### src/hdl/pec_pkg.sv
package pec_pkg;

  // Field widths of the item channels
  localparam int SIZE_W  = 3;
  localparam int COUNT_W = 17;

  // Default grid size limits
  localparam int DEF_MAX_ROWS = 4;
  localparam int DEF_MAX_COLS = 4;

  // Input item: requested grid size
  typedef struct packed {
    logic [SIZE_W-1:0] row_count;
    logic [SIZE_W-1:0] col_count;
  } pec_in_t;

  // Result item: percolating grids and grids examined
  typedef struct packed {
    logic [COUNT_W-1:0] percolating_count;
    logic [COUNT_W-1:0] grid_total;
  } pec_out_t;

endpackage

### src/hdl/percolation_exhaustive_counter_core.sv
// Exhaustive percolation counter.
// Pulse start with a grid size on in_item (row_count, col_count) while busy is
// low; a size of zero counts as one and a size above the maximum is clamped.
// The block then walks every binary grid of that size and, one row per cycle,
// carries the reachable set from the top row downward through a shared row
// unit that spreads reach sideways through runs of open cells. A grid ends
// early once nothing is reachable.
// busy stays high for the whole run. The result (percolating_count,
// grid_total, both modulo 2^17) shows on out_item for exactly one cycle with
// out_valid high; the receiver cannot stall and must take it then. A new
// start may be given in that same cycle.
// Reset (rst_n low, synchronous) drops any run in progress and clears busy
// and out_valid.
module percolation_exhaustive_counter_core #(
  parameter int MAX_ROWS = pec_pkg::DEF_MAX_ROWS,
  parameter int MAX_COLS = pec_pkg::DEF_MAX_COLS
) (
  input  logic             clk,
  input  logic             rst_n,
  input  logic             start,
  output logic             busy,
  input  pec_pkg::pec_in_t  in_item,
  output logic             out_valid,
  output pec_pkg::pec_out_t out_item
);

  localparam int SW        = pec_pkg::SIZE_W;
  localparam int CW        = pec_pkg::COUNT_W;
  localparam int MAX_CELLS = MAX_ROWS * MAX_COLS;
  localparam int CELLS_W   = $clog2(MAX_CELLS + 1);
  localparam logic [SW-1:0] MAX_ROWS_V = SW'(MAX_ROWS);
  localparam logic [SW-1:0] MAX_COLS_V = SW'(MAX_COLS);

  localparam logic ST_IDLE = 1'b0;
  localparam logic ST_RUN  = 1'b1;

  logic                 state_r, state_nxt;
  logic [SW-1:0]        rows_r, rows_nxt;
  logic [SW-1:0]        cols_r, cols_nxt;
  logic [SW-1:0]        row_idx_r, row_idx_nxt;
  logic [MAX_COLS-1:0]  row_mask_r, row_mask_nxt;
  logic [MAX_CELLS-1:0] cells_mask_r, cells_mask_nxt;
  logic [MAX_CELLS-1:0] grid_r, grid_nxt;
  logic [MAX_CELLS-1:0] grid_sh_r, grid_sh_nxt;
  logic [MAX_COLS-1:0]  reach_r, reach_nxt;
  logic [CW-1:0]        hits_r, hits_nxt;
  logic [CW-1:0]        total_r, total_nxt;
  logic                 out_valid_r, out_valid_nxt;
  pec_pkg::pec_out_t    out_item_r, out_item_nxt;

  logic [SW-1:0]        rows_cl, cols_cl;
  logic [5:0]           cells_prod;
  logic [CELLS_W-1:0]   cells;
  logic [MAX_COLS-1:0]  open_row, reach_in, reach_new;
  logic                 last_row, grid_end, last_grid;
  logic [CW-1:0]        hits_inc;

  // Clamp the requested size; the masks and grid total derive from it below
  always_comb begin
    if (in_item.row_count == '0) rows_cl = SW'(1);
    else if (in_item.row_count > MAX_ROWS_V) rows_cl = MAX_ROWS_V;
    else rows_cl = in_item.row_count;
    if (in_item.col_count == '0) cols_cl = SW'(1);
    else if (in_item.col_count > MAX_COLS_V) cols_cl = MAX_COLS_V;
    else cols_cl = in_item.col_count;
  end

  assign cells_prod = 6'(rows_cl) * 6'(cols_cl);
  assign cells      = CELLS_W'(cells_prod);

  // Shared row step
  assign open_row = grid_sh_r[MAX_COLS-1:0] & row_mask_r;
  assign reach_in = (row_idx_r == '0) ? row_mask_r : reach_r;

  pec_row_unit #(
    .MAX_COLS (MAX_COLS)
  ) u_row (
    .reach_in  (reach_in),
    .open_in   (open_row),
    .reach_out (reach_new)
  );

  assign last_row  = (row_idx_r == rows_r - SW'(1));
  assign grid_end  = last_row || (reach_new == '0);
  assign last_grid = ((grid_r & cells_mask_r) == cells_mask_r);
  assign hits_inc  = hits_r + CW'(reach_new != '0);

  // Sequence rows within a grid and grids within an item
  always_comb begin
    state_nxt      = state_r;
    rows_nxt       = rows_r;
    cols_nxt       = cols_r;
    row_idx_nxt    = row_idx_r;
    row_mask_nxt   = row_mask_r;
    cells_mask_nxt = cells_mask_r;
    grid_nxt       = grid_r;
    grid_sh_nxt    = grid_sh_r;
    reach_nxt      = reach_r;
    hits_nxt       = hits_r;
    total_nxt      = total_r;
    out_valid_nxt  = 1'b0;
    out_item_nxt   = out_item_r;
    case (state_r)
      ST_IDLE: begin
        if (start) begin
          state_nxt      = ST_RUN;
          rows_nxt       = rows_cl;
          cols_nxt       = cols_cl;
          row_idx_nxt    = '0;
          row_mask_nxt   = ~({MAX_COLS{1'b1}} << cols_cl);
          cells_mask_nxt = ~({MAX_CELLS{1'b1}} << cells);
          grid_nxt       = '0;
          grid_sh_nxt    = '0;
          reach_nxt      = '0;
          hits_nxt       = '0;
          total_nxt      = (cells_prod < 6'(CW)) ? (CW'(1) << cells_prod) : '0;
        end
      end
      ST_RUN: begin
        if (grid_end) begin
          hits_nxt    = hits_inc;
          row_idx_nxt = '0;
          if (last_grid) begin
            // finish the item and present the result
            state_nxt                      = ST_IDLE;
            out_valid_nxt                  = 1'b1;
            out_item_nxt.percolating_count = hits_inc;
            out_item_nxt.grid_total        = total_r;
          end else begin
            grid_nxt    = grid_r + MAX_CELLS'(1);
            grid_sh_nxt = grid_r + MAX_CELLS'(1);
          end
        end else begin
          // advance to the next row
          row_idx_nxt = row_idx_r + SW'(1);
          reach_nxt   = reach_new;
          grid_sh_nxt = grid_sh_r >> cols_r;
        end
      end
      default: begin
        state_nxt = ST_IDLE;
      end
    endcase
  end

  // Control registers
  always_ff @(posedge clk) begin
    if (!rst_n) begin
      state_r     <= ST_IDLE;
      out_valid_r <= 1'b0;
    end else begin
      state_r     <= state_nxt;
      out_valid_r <= out_valid_nxt;
    end
  end

  // Datapath registers
  always_ff @(posedge clk) begin
    rows_r       <= rows_nxt;
    cols_r       <= cols_nxt;
    row_idx_r    <= row_idx_nxt;
    row_mask_r   <= row_mask_nxt;
    cells_mask_r <= cells_mask_nxt;
    grid_r       <= grid_nxt;
    grid_sh_r    <= grid_sh_nxt;
    reach_r      <= reach_nxt;
    hits_r       <= hits_nxt;
    total_r      <= total_nxt;
    out_item_r   <= out_item_nxt;
  end

  assign busy      = (state_r == ST_RUN);
  assign out_valid = out_valid_r;
  assign out_item  = out_item_r;

`ifndef SYNTH
  a_result_idle: assert property (@(posedge clk) disable iff (!rst_n)
    out_valid |-> !busy)
    else $error("result shown while still busy");

  a_start_runs: assert property (@(posedge clk) disable iff (!rst_n)
    (start && !busy) |=> busy)
    else $error("accepted item did not start a run");

  a_result_after_run: assert property (@(posedge clk) disable iff (!rst_n)
    out_valid |-> $past(busy))
    else $error("result without a preceding run");

  a_single_strobe: assert property (@(posedge clk) disable iff (!rst_n)
    out_valid |=> !out_valid)
    else $error("result strobe longer than one cycle");

  a_count_bound: assert property (@(posedge clk) disable iff (!rst_n)
    (out_valid && (out_item.grid_total != '0)) |->
      (out_item.percolating_count <= out_item.grid_total))
    else $error("percolating count exceeds grid total");
`endif

endmodule

### src/hdl/pec_row_unit.sv
module pec_row_unit #(
  parameter int MAX_COLS = pec_pkg::DEF_MAX_COLS
) (
  input  logic [MAX_COLS-1:0] reach_in,
  input  logic [MAX_COLS-1:0] open_in,
  output logic [MAX_COLS-1:0] reach_out
);

  // Carry reach down into the open cells, then widen it sideways through
  // runs of open cells; MAX_COLS passes cover the longest run.
  always_comb begin
    logic [MAX_COLS-1:0] r;
    r = reach_in & open_in;
    for (int k = 0; k < MAX_COLS; k++) begin
      r = r | (((r << 1) | (r >> 1)) & open_in);
    end
    reach_out = r;
  end

endmodule

### config.mk
export PLATFORM = sky130hd
export DESIGN_NAME = percolation_exhaustive_counter_core
export DESIGN_NICKNAME = d
export VERILOG_FILES = /design/src/hdl/pec_pkg.sv /design/src/hdl/percolation_exhaustive_counter_core.sv /design/src/hdl/pec_row_unit.sv
export SDC_FILE = /design/constraint.sdc
export NUM_CORES = 1
export LEC_CHECK = 0
export ABC_AREA = 1
export BUFFER_PORTS_ARGS = -buffer_cell sky130_fd_sc_hd__clkbuf_2
export CAP_MARGIN = 10
export CORE_MARGIN = 4
export CORE_UTILIZATION = 55
export CTS_CLUSTER_DIAMETER = 120
export DETAILED_ROUTE_END_ITERATION = 6
export PLACE_DENSITY = 0.86
export SLEW_MARGIN = 20
export SYNTH_ARGS = -nofsm -noshare
export SYNTH_HDL_FRONTEND = slang
export SYNTH_SLANG_ARGS = --single-unit
### constraint.sdc
create_clock -name clk -period 3.1 [get_ports clk]
set_clock_uncertainty 0.1 [all_clocks]
set_input_delay 0.31 -clock clk [delete_from_list [all_inputs] [get_ports clk]]
set_output_delay 0.31 -clock clk [all_outputs]
set_load 0.05 [all_outputs]
# Word level (Yosys, flattened, before mapping)
# Index checks and enable logic that the tools add are counted.
# totals
reg_bits	135
inputBits	9
out_inout_bits	36
# classes
n_mux	25
bitwise	18
n_eq_ne	7
n_reduce_logical	13
multipliers	1
add_sub_neg	4
magnitude_cmp	3
n_shift	4
# ops
operator	count
$mux 16	4
$pmux 16 s2	2
$mux 17	2
$pmux 17 s2	1
$and 4x4->4	6
$mux 3	6
$add 17x1->17	1
$shl 1x6->17 const A	1
$add 16x1->16 const B	1
$and 16x16->16	1
$eq 16x16->1	1
$not 16->16	1
$or 4x3->4	4
$or 4x4->4	4
$shl 16x5->16 const A	1
$shr 16x3->16	1
$mux 4	3
$logic_not 3->1	3
$reduce_and 3->1	3
$pmux 4 s2	1
$reduce_and 2->1	4
$gt 3x3->1 const B	2
$lt 6x5->1 const B	1
$mul 3x3->6	1
other kinds (15)	20

# Depth between registers and ports, before layout
# Gate-level depths: netlist of run 1.
# logic_depth
depth_word	19
ltp_mapped	18
mapped_depth_nobuf	18

# By module
# Synthesis of run 1 repeated with hierarchy kept, for this count alone.
# unflattened
cells_unflattened	737
area_unflattened_um2	6982.9
# by_module_without_submodules
mod	cells_each	n_inst	area_each_um2	seq_area_each_um2
percolation_exhaustive_counter_core	713	1	6875.3	4003.8
pec_row_unit	24	1	107.6	0.0

# Least setup slack after synthesis of run 1
# Ideal clock, no wire load.
# synth_timing
path_type	register -> register
from	register state_r (netlist: busy)
to	register cells_mask_r[0] (enable)
slack_ns	-0.066
required_time_ns	2.558
n_path_buf	2
period_less_slack_ns	3.166
stages_incl_launch_ff	4
arrival_time_ns	2.623
path_cell_list	dfxtp_1 buf_2 buf_6 nor2_1
# synth_via
elab_chain_cells	2
# synth_lines
element	line	text
start, declared	percolation_exhaustive_counter_core.sv:37	logic state_r, state_nxt;
start signal, assigned	percolation_exhaustive_counter_core.sv:152	state_r <= state_nxt;
$not 1->1 (no line)	--	
$reduce_and 2->1 (no line)	--	
end signal, assigned	percolation_exhaustive_counter_core.sv:163	cells_mask_r <= cells_mask_nxt;
end, declared	percolation_exhaustive_counter_core.sv:42	logic [MAX_CELLS-1:0] cells_mask_r, cells_mask_nxt;
# No other way between the ends.
# A chain may end at the register's enable or synchronous reset.

# Worst setup path after layout of run 1
# layout_timing
from	register row_idx_r[1]
to	register hits_r[12], data pin
# layout_via
elab_chain_cells	19
# layout_lines
element	line	text
start, declared	percolation_exhaustive_counter_core.sv:40	logic [SW-1:0] row_idx_r, row_idx_nxt;
start signal, assigned	percolation_exhaustive_counter_core.sv:161	row_idx_r <= row_idx_nxt;
$logic_not 3->1 (*)	percolation_exhaustive_counter_core.sv:73	assign reach_in = (row_idx_r == '0) ? row_mask_r : reach_r;
$mux 4 (*)	percolation_exhaustive_counter_core.sv:73	
$and 4x4->4 (*)	pec_row_unit.sv:13	r = reach_in & open_in;
$or 4x3->4	pec_row_unit.sv:15	r = r | (((r << 1) | (r >> 1)) & open_in);
$and 4x4->4	pec_row_unit.sv:15	
$or 4x4->4 (*)	pec_row_unit.sv:15	
$or 4x3->4	pec_row_unit.sv:15	
$and 4x4->4	pec_row_unit.sv:15	
(+3 left out)	--	
$or 4x4->4 (*)	pec_row_unit.sv:15	
$or 4x3->4	pec_row_unit.sv:15	
$and 4x4->4	pec_row_unit.sv:15	
$or 4x4->4 (*)	pec_row_unit.sv:15	
$reduce_bool 4->1 (*)	percolation_exhaustive_counter_core.sv:86	assign hits_inc = hits_r + CW'(reach_new != '0);
$add 17x1->17 (*)	percolation_exhaustive_counter_core.sv:86	
$mux 17 (*)	percolation_exhaustive_counter_core.sv:120	if (grid_end) begin
$pmux 17 s2 (*)	percolation_exhaustive_counter_core.sv:103	case (state_r)
end signal, assigned	percolation_exhaustive_counter_core.sv:167	hits_r <= hits_nxt;
end, declared	percolation_exhaustive_counter_core.sv:46	logic [CW-1:0] hits_r, hits_nxt;
# Every way passes the cells marked *; elsewhere a longest branch is shown, timed or not. The select of a mux whose other input is x is not followed.

==> run metrics, run 1 <==
Die X=119 um; DIE HEIGHT=119 um; gr usage total=22.1%; row count=40; fill count=850; Design Area, Final=0.00795 sq mm; number of diodes=0; Worst EP arrival=3.09 ns; crit path launch=row_idx_r[1]$_SDFFCE_PP0P_; GRT overflow=0; Hold Vio Cnt, Final=0; CTS max path bufs=2; max_cap viols=0; syn_nets=728; Initial Util=56.5%; pin count of the biggest net entering global routing=43; Final period util=97.9%; Leakage=3.46 nW; antenna viol nets, final=0; clk sink count=134; post-synth top area cell=edfxtp_1; Max-slew headroom=58.6%; CTS tree=done; DP HPWL=9900 um; Cells after DPL=916; Die ar.=0.0142 sq mm; Ports=45; Area growth syn-to-layout=16.6%; vias in the first global route=5,021; GP Congestion=0.939; Syn. warnings=0; core area=0.0121 sq mm; Post-Layout Cell Count=951; sequential share of power=45.5%; DP Area=0.00729 sq mm; Root Driver=clkbuf_16; Hold Startpoint=rst_n; cts bufs inserted=17; Final Max Slew Viols=0; layout cells sized above 1=17.5%; wire length on met3=1140 um; maximum VDD drop=476 uV; first-pass GRT wire length=24,800 um; Vias/cell=5.50; sequential share of the synthesized area=58.7%; number of cells on the worst reg-to-reg path=16; CP Launch Type=flop; combinational power share=14.5%; Worst EP required=3.16 ns; Internal=0.00362 W; Synth Register Bits=134; status=finished clean; WHS=0.0376 ns; FF-to-FF Start=row_idx_r[1]$_SDFFCE_PP0P_; Final #Nets=792; Tightest Pin Transition=0.621 ns; area share of the largest cell type after synthesis=58.2%; Post-Syn Instances=706; f_max=330 MHz; Crit. End Element=flop; number of remaining DRC errors=0; Initial DRT Pass Iterations=5; cells taking the most area after synthesis=edfxtp_1 58%, nand2_1 7.7%, inv_1 5.7%; wire length on met2=7920 um; setup_tns=0 ns; # H-tree levels=4; clock-pin slew on the worst setup and hold paths=0.06 ns; clock latency on the worst-skew pair=0.43 ns; worst hold path class=input port to flop; Initial DRC Count=577; sw power=0.00141 W; PD cells=633 mW/mm^2; initial antenna violation count=0; M1 wire length=6090 um; DR vias=5,226; Sw Share=28.0%; port buffer count=44; Synth Cell Area=0.00682 sq mm; Clock Power Share=40.1%; CP Max Fanout=4; Unique masters post-synth=37; reg2reg end=hits_r[12]$_SDFFCE_PN0P_; crit path to=hits_r[12]$_SDFFCE_PN0P_; final number of setup-violating endpoints=0; Post-Syn Area per Cell=9.65 sq um; R2R Setup Slk=0.07 ns; fin crit period=3.03 ns; Setup CP Type=flop to flop; Post-Route WL=15,600 um; wire per inst=16.4 um; top routing layer used=met4
power groups by stage:
stage | sequential, W | clock, W | combinational (W)
final | 0.00229 | 0.00202 | 0.000728
after global routing | 0.00230 | 0.00212 | 0.000815
after CTS | 0.00228 | 0.00203 | 0.000699
after detailed placement | 0.00231 | 0 | 0.000680
after global placement | 0.00231 | 0 | 0.000658
after floorplan | 0.00229 | 0 | 0.000536
metrics by stage:
| step | util (%) | total power (W) | setup WS, ns |
|---|---|---|---|
| after global routing | 65.9 | 0.00523 | -0.0893 |
| after floorplan | - | 0.00283 | 0.262 |
| final | 65.9 | 0.00503 | 0.0657 |
| after CTS | 65.4 | 0.00501 | 0.00741 |
| after detailed placement | 60.4 | 0.00299 | -0.0670 |
| after global placement | 60.4 | 0.00297 | 0.0530 |
state kept, by name (all words and copies together), names as in the netlist:
signal / cells
out_item: 34
total_r: 17
rows_r: 3
out_valid: 1
row_mask_r: 3
cols_r: 3
grid_sh_r: 16
reach_r: 4
hits_r: 17
cells_mask_r: 16
busy: 1
grid_r: 16
row_idx_r: 3
Yosys cell counts, drive strengths merged:
cell and number:
nand2 154, edfxtp 132, inv 104, nor2 101
nand3 64, o21ai 25, nor3 23, xor2 20
a21oi 13, buf 11, ha 11, clkbuf 10
mux2i 7, nand4 7, or2 5, xnor2 3
clkinv 2, dfxtp 2, fa 2, nor3b 2
nor4 2, a211oi 1, a22o 1, and2 1
conb 1, nand3b 1, o21bai 1
kinds of logic (layout without fill, tap and decap cells):
logic type	after synthesis	in the layout	synth area share [%]
and+or+nand+nor	360	360	23.7
xor gates and xnor gates	23	23	2.96
adders and majority gates	13	13	2.61
buffers and inverters	127	204	7.64
muxes	7	7	1.03
DFF	134	134	58.7
other	1	1	0.0550
AOI/OAI and AO/OA	41	41	3.30
routing by layer:
metal  vias to the layer above  GRT usage, %
li1                       2453             -
met1                      2469          28.0
met2                       263          37.3
met3                        41          3.66
met4                         0          10.2
met5                         -             0
cells in the final DEF (no fill, tap or decap), drive strengths merged:
| cell | synthesis | routed |
|---|---|---|
| o21ai | 25 | 25 |
| inv | 104 | 108 |
| or2 | 5 | 5 |
| nand4 | 7 | 7 |
| xnor2 | 3 | 3 |
| nor3 | 23 | 23 |
| xor2 | 20 | 20 |
| nand3 | 64 | 64 |
| edfxtp | 132 | 132 |
| nand3b | 1 | 1 |
| ha | 11 | 11 |
| bufinv | 0 | 2 |
| nor3b | 2 | 2 |
| clkbuf | 10 | 61 |
| nor2 | 101 | 101 |
| dfxtp | 2 | 2 |
| a211oi | 1 | 1 |
| nor4 | 2 | 2 |
| mux2i | 7 | 7 |
| o21bai | 1 | 1 |
| nand2 | 154 | 154 |
| clkinvlp | 0 | 2 |
| fa | 2 | 2 |
| and2 | 1 | 1 |
| buf | 11 | 22 |
| a21oi | 13 | 13 |
| conb | 1 | 1 |
| clkinv | 2 | 9 |
| a22o | 1 | 1 |
worst min-delay path by stage:
| stage | to | slack [ns] | cells past startpoint |
|---|---|---|---|
| floorplan | out_item[0]$_DFFE_PP_ | 0.30 | 0 |
| global placement | out_item[8]$_DFFE_PP_ | 0.30 | 0 |
| detailed placement | out_item[10]$_DFFE_PP_ | 0.31 | 0 |
| CTS | busy$_SDFF_PN0_ | 0.03 | 3 |
| global route | cols_r[2]$_DFFE_PP_ | 0.06 | 1 |
| finish | busy$_SDFF_PN0_ | 0.04 | 3 |
cell type report:
type	instances	area (sq um)	area share, %
Sequential cell	134	4000	50.4
Multi-Input combinational cell	445	2340	29.4
Tap cell	168	210	2.64
Inverter	106	398	5.01
Clock buffer	17	425	5.35
Timing Repair Buffer	66	402	5.05
Clock inverter	15	171	2.16
critical path, cell delays in order, from the launching register on:
cell      delay (ns)
edfxtp_1        0.45
inv_2           0.11
ha_4            0.15
nand2_4         0.07
nand2_2         0.07
nand2_2         0.07
nand2_2         0.10
nand2_4         0.06
nand4_1         0.17
ha_2            0.23
ha_2            0.19
nand2_2         0.08
nor3b_4         0.24
buf_6           0.15
nand4_1         0.18
xor2_2          0.26
nor2_1          0.07
timing repair:
item	in CTS	in global routing
endpoints found under the setup margin	1	11
setup buffers	0	3
pin swaps	0	4
gates cloned	0	0
hold buffers	0	0
gates resized for setup	1	10
No activity file was read; power rests on OpenSTA's default activity.
==> run 2, diff against run 1 <==
--- a/config.mk
+++ b/config.mk
@@ -5,14 +5,13 @@
 export SDC_FILE = /design/constraint.sdc
 export NUM_CORES = 1
 export LEC_CHECK = 0
-export ABC_AREA = 1
 export BUFFER_PORTS_ARGS = -buffer_cell sky130_fd_sc_hd__clkbuf_2
 export CAP_MARGIN = 10
 export CORE_MARGIN = 4
 export CORE_UTILIZATION = 55
 export CTS_CLUSTER_DIAMETER = 120
 export DETAILED_ROUTE_END_ITERATION = 6
-export PLACE_DENSITY = 0.86
+export PLACE_DENSITY = 0.87
 export SLEW_MARGIN = 20
 export SYNTH_ARGS = -nofsm -noshare
 export SYNTH_HDL_FRONTEND = slang
==> run metrics, run 2 <==
vias in the first global route=4,475 (was 5,021); most numerous cell in the Yosys netlist=edfxtp_1 (was nand2_1); maximum VDD drop=637 uV (was 476 uV); Leakage=2.94 nW (was 3.46 nW); PD cells=645 mW/mm^2 (was 633 mW/mm^2); final design utilization=65.9% (about the same); layout cells sized above 1=23.2% (was 17.5%); sequential share of power=47.8% (was 45.5%); Vias/cell=6.05 (was 5.50); # H-tree levels=4 (unchanged); antenna viol nets, final=0 (unchanged); top cells by count, synth=132 x edfxtp_1, 39 x nor2_1, 32 x nand2_1, 31 x inv_1, 28 x and2_1 (was 139 x nand2_1, 132 x edfxtp_1, 103 x inv_1, 95 x nor2_1, 62 x nand3_1); dominant synthesized flop cell=edfxtp_1 (unchanged); CTS tree=done (unchanged); number of diodes=0 (unchanged); CP Launch Type=flop (unchanged); post-synth top area cell=edfxtp_1 (unchanged); sequential share of the synthesized area=61.9% (was 58.7%); CP Max Fanout=6 (was 4); Max-slew headroom=47.2% (was 58.6%); clock latency on the worst-skew pair=0.43 ns (about the same); Die ar.=0.0136 sq mm (was 0.0142 sq mm); Hold Vio Cnt, Final=0 (unchanged); Clock Power Share=38.7% (was 40.1%); Internal=0.00359 W (was 0.00362 W); cells taking the most area after synthesis=edfxtp_1 61%, xnor2_1 3.2%, and2_1 2.7% (was edfxtp_1 58%, nand2_1 7.7%, inv_1 5.7%); Setup CP Type=flop to flop (unchanged); f_max=342 MHz (was 330 MHz); DP Area=0.00699 sq mm (was 0.00729 sq mm); asr flop ratio synth=0% (unchanged); clk sink count=134 (unchanged); Syn. warnings=0 (unchanged); fin crit period=2.93 ns (was 3.03 ns); post-CTS setup buffer count=0 (unchanged); Initial Util=56.4% (was 56.5%); FF-to-FF Start=row_idx_r[1]$_SDFFCE_PP0P_ (unchanged); WHS=0.0849 ns (was 0.0376 ns); wire per inst=18.9 um (was 16.4 um); Final #Nets=586 (was 792); area share of the largest cell type after synthesis=61.2% (was 58.2%); final number of setup-violating endpoints=0 (unchanged); first-pass GRT wire length=22,400 um (was 24,800 um); Die X=116 um (was 119 um); reg2reg end=hits_r[16]$_SDFFCE_PN0P_ (was hits_r[12]$_SDFFCE_PN0P_); Post-Syn Instances=498 (was 706); Most flops, register=out_item (unchanged); most common cell after layout, fill and taps aside=edfxtp_1 (was nand2_1); Final Max Slew Viols=0 (unchanged); worst hold path class=input port to flop (unchanged); number of remaining DRC errors=0 (unchanged); syn_nets=520 (was 728); most frequent cells in the layout=132 x edfxtp_1, 44 x clkbuf_2, 39 x nor2_1, 32 x nand2_1, 30 x inv_1 (was 138 x nand2_1, 132 x edfxtp_1, 101 x inv_1, 94 x nor2_1, 62 x nand3_1); sw power=0.00128 W (was 0.00141 W); pin count of the biggest net entering global routing=35 (was 43); Ports=45 (unchanged); Final period util=94.4% (was 97.9%); Hold-fix buffers, CTS=0 (unchanged); status=finished clean (unchanged); Initial DRC Count=300 (was 577); Area growth syn-to-layout=16.7% (was 16.6%); crit path launch=row_idx_r[1]$_SDFFCE_PP0P_ (unchanged); DP HPWL=9210 um (was 9900 um); core area=0.0115 sq mm (was 0.0121 sq mm); Post-synth EDFFs=132 (unchanged); GRT overflow=0 (unchanged); Synth Register Bits=134 (unchanged); port buffer count=44 (unchanged); DR vias=4,354 (was 5,226); Worst EP required=3.18 ns (was 3.16 ns); RSZ-0062 raised after global routing=no; gr usage total=21.9% (was 22.1%); Design Area, Final=0.00756 sq mm (was 0.00795 sq mm); Post-Syn Area per Cell=13.0 sq um (was 9.65 sq um); CTS max path bufs=2 (unchanged); Worst EP arrival=3.01 ns (was 3.09 ns); DIE HEIGHT=116 um (was 119 um); cts bufs inserted=17 (unchanged); Synth Cell Area=0.00647 sq mm (was 0.00682 sq mm); Initial DRT Pass Iterations=5 (unchanged); row count=39 (was 40); R2R Setup Slk=0.17 ns (was 0.07 ns); Post-Route WL=13,600 um (was 15,600 um); Root Driver=clkbuf_16 (unchanged); Unique masters post-synth=61 (was 37); Sw Share=26.2% (was 28.0%); combinational power share=13.5% (was 14.5%); GP Congestion=0.869 (was 0.939); crit path to=hits_r[16]$_SDFFCE_PN0P_ (was hits_r[12]$_SDFFCE_PN0P_); max FFs per register=34 (unchanged); number of cells on the worst reg-to-reg path=12 (was 16); max_cap viols=0 (unchanged); biggest regs=out_item x34, hits_r x17, total_r x17 (unchanged); Tightest Pin Transition=0.793 ns (was 0.621 ns); Crit. End Element=flop (unchanged); initial antenna violation count=0 (unchanged); clock-pin slew on the worst setup and hold paths=0.06 ns (about the same)
-- run 2: cell count changes after synthesis, sizes merged, moves of 12 or more --
cell | previous run | this run
xor2 | 20 | 6
and2 | 1 | 30
nand3 | 64 | 24
inv | 104 | 32
nor3 | 23 | 11
o21ai | 25 | 13
mux2 | 0 | 13
nor2 | 101 | 40
nand2 | 154 | 33
xnor2 | 3 | 24
-- run 2: final cells by class --
type,instances,area [sq um]
tap,143,179
fill,743,3910
multi-input combinational,314,2310
timing repair buffer,64,383
inverter,33,124
clock inverter,14,125
sequential,134,4000
clock buffer,18,429
-- run 2: per-layer routing --
layer  share of wire [%]  GRT usage, %  wire (um)
met2                  51          36.4       6860
met4                 2.6          7.89        354
met3                 8.1          7.56       1100
met1                  39          26.7       5260
met5                   0             0          0
-- run 2: worst min path at each step --
stage / start / end / slack, ns / depth (start not counted)
3_5_place_dp: total_r[11]$_SDFFCE_PP0P_ / out_item[11]$_DFFE_PP_ / 0.30 / 0
3_3_place_gp: total_r[9]$_SDFFCE_PP0P_ / out_item[9]$_DFFE_PP_ / 0.31 / 0
2_1_floorplan: total_r[0]$_SDFFCE_PP0P_ / out_item[0]$_DFFE_PP_ / 0.30 / 0
5_1_grt: rst_n / busy$_SDFF_PN0_ / 0.08 / 3
6_report: rst_n / busy$_SDFF_PN0_ / 0.08 / 3
4_1_cts: rst_n / busy$_SDFF_PN0_ / 0.07 / 3
-- run 2: per-stage QoR --
stage          total power (W)  cells  setup WS [ns]  TNS, ns
6_report               0.00487    720          0.172        0
5_1_grt                0.00505    720         0.0288        0
4_1_cts                0.00488    720         0.0411        0
3_5_place_dp           0.00299    688        -0.0689  -0.0689
3_3_place_gp           0.00295    688         0.0431        0
2_1_floorplan          0.00280    498         0.0121        0
-- run 2: power groups by stage --
| stage | Sequential (W) | Clock, W | Combinational (W) |
|---|---|---|---|
| global placement | 0.00235 | 0 | 0.000601 |
| CTS | 0.00233 | 0.00190 | 0.000650 |
| detailed placement | 0.00236 | 0 | 0.000633 |
| floorplan | 0.00232 | 0 | 0.000483 |
| global route | 0.00235 | 0.00199 | 0.000715 |
| finish | 0.00233 | 0.00188 | 0.000658 |
-- run 2: logic make-up after synthesis --
group	after synthesis	share of synthesized area, %
compound gates	58	6.32
other cells	1	0.0579
flops	134	61.9
simple gates	183	15.0
fa+ha+maj	13	2.75
xor+xnor	31	4.41
buf+inv	50	3.05
mux	28	6.59
-- run 2: worst max-delay path: stages (launching register included) --
cell,delay [ns]
edfxtp_1,0.38
inv_1,0.06
ha_1,0.19
nor2b_4,0.15
nor4_4,0.29
o221a_4,0.29
inv_2,0.06
ha_1,0.24
ha_1,0.24
and3_2,0.27
nand4_1,0.14
xnor2_1,0.10
and2_1,0.17
-- run 2: repair_timing --
| action | CTS | global route |
|---|---|---|
| pin swaps | 0 | 1 |
| setup endpoints to repair | 1 | 5 |
| resized for setup | 1 | 2 |
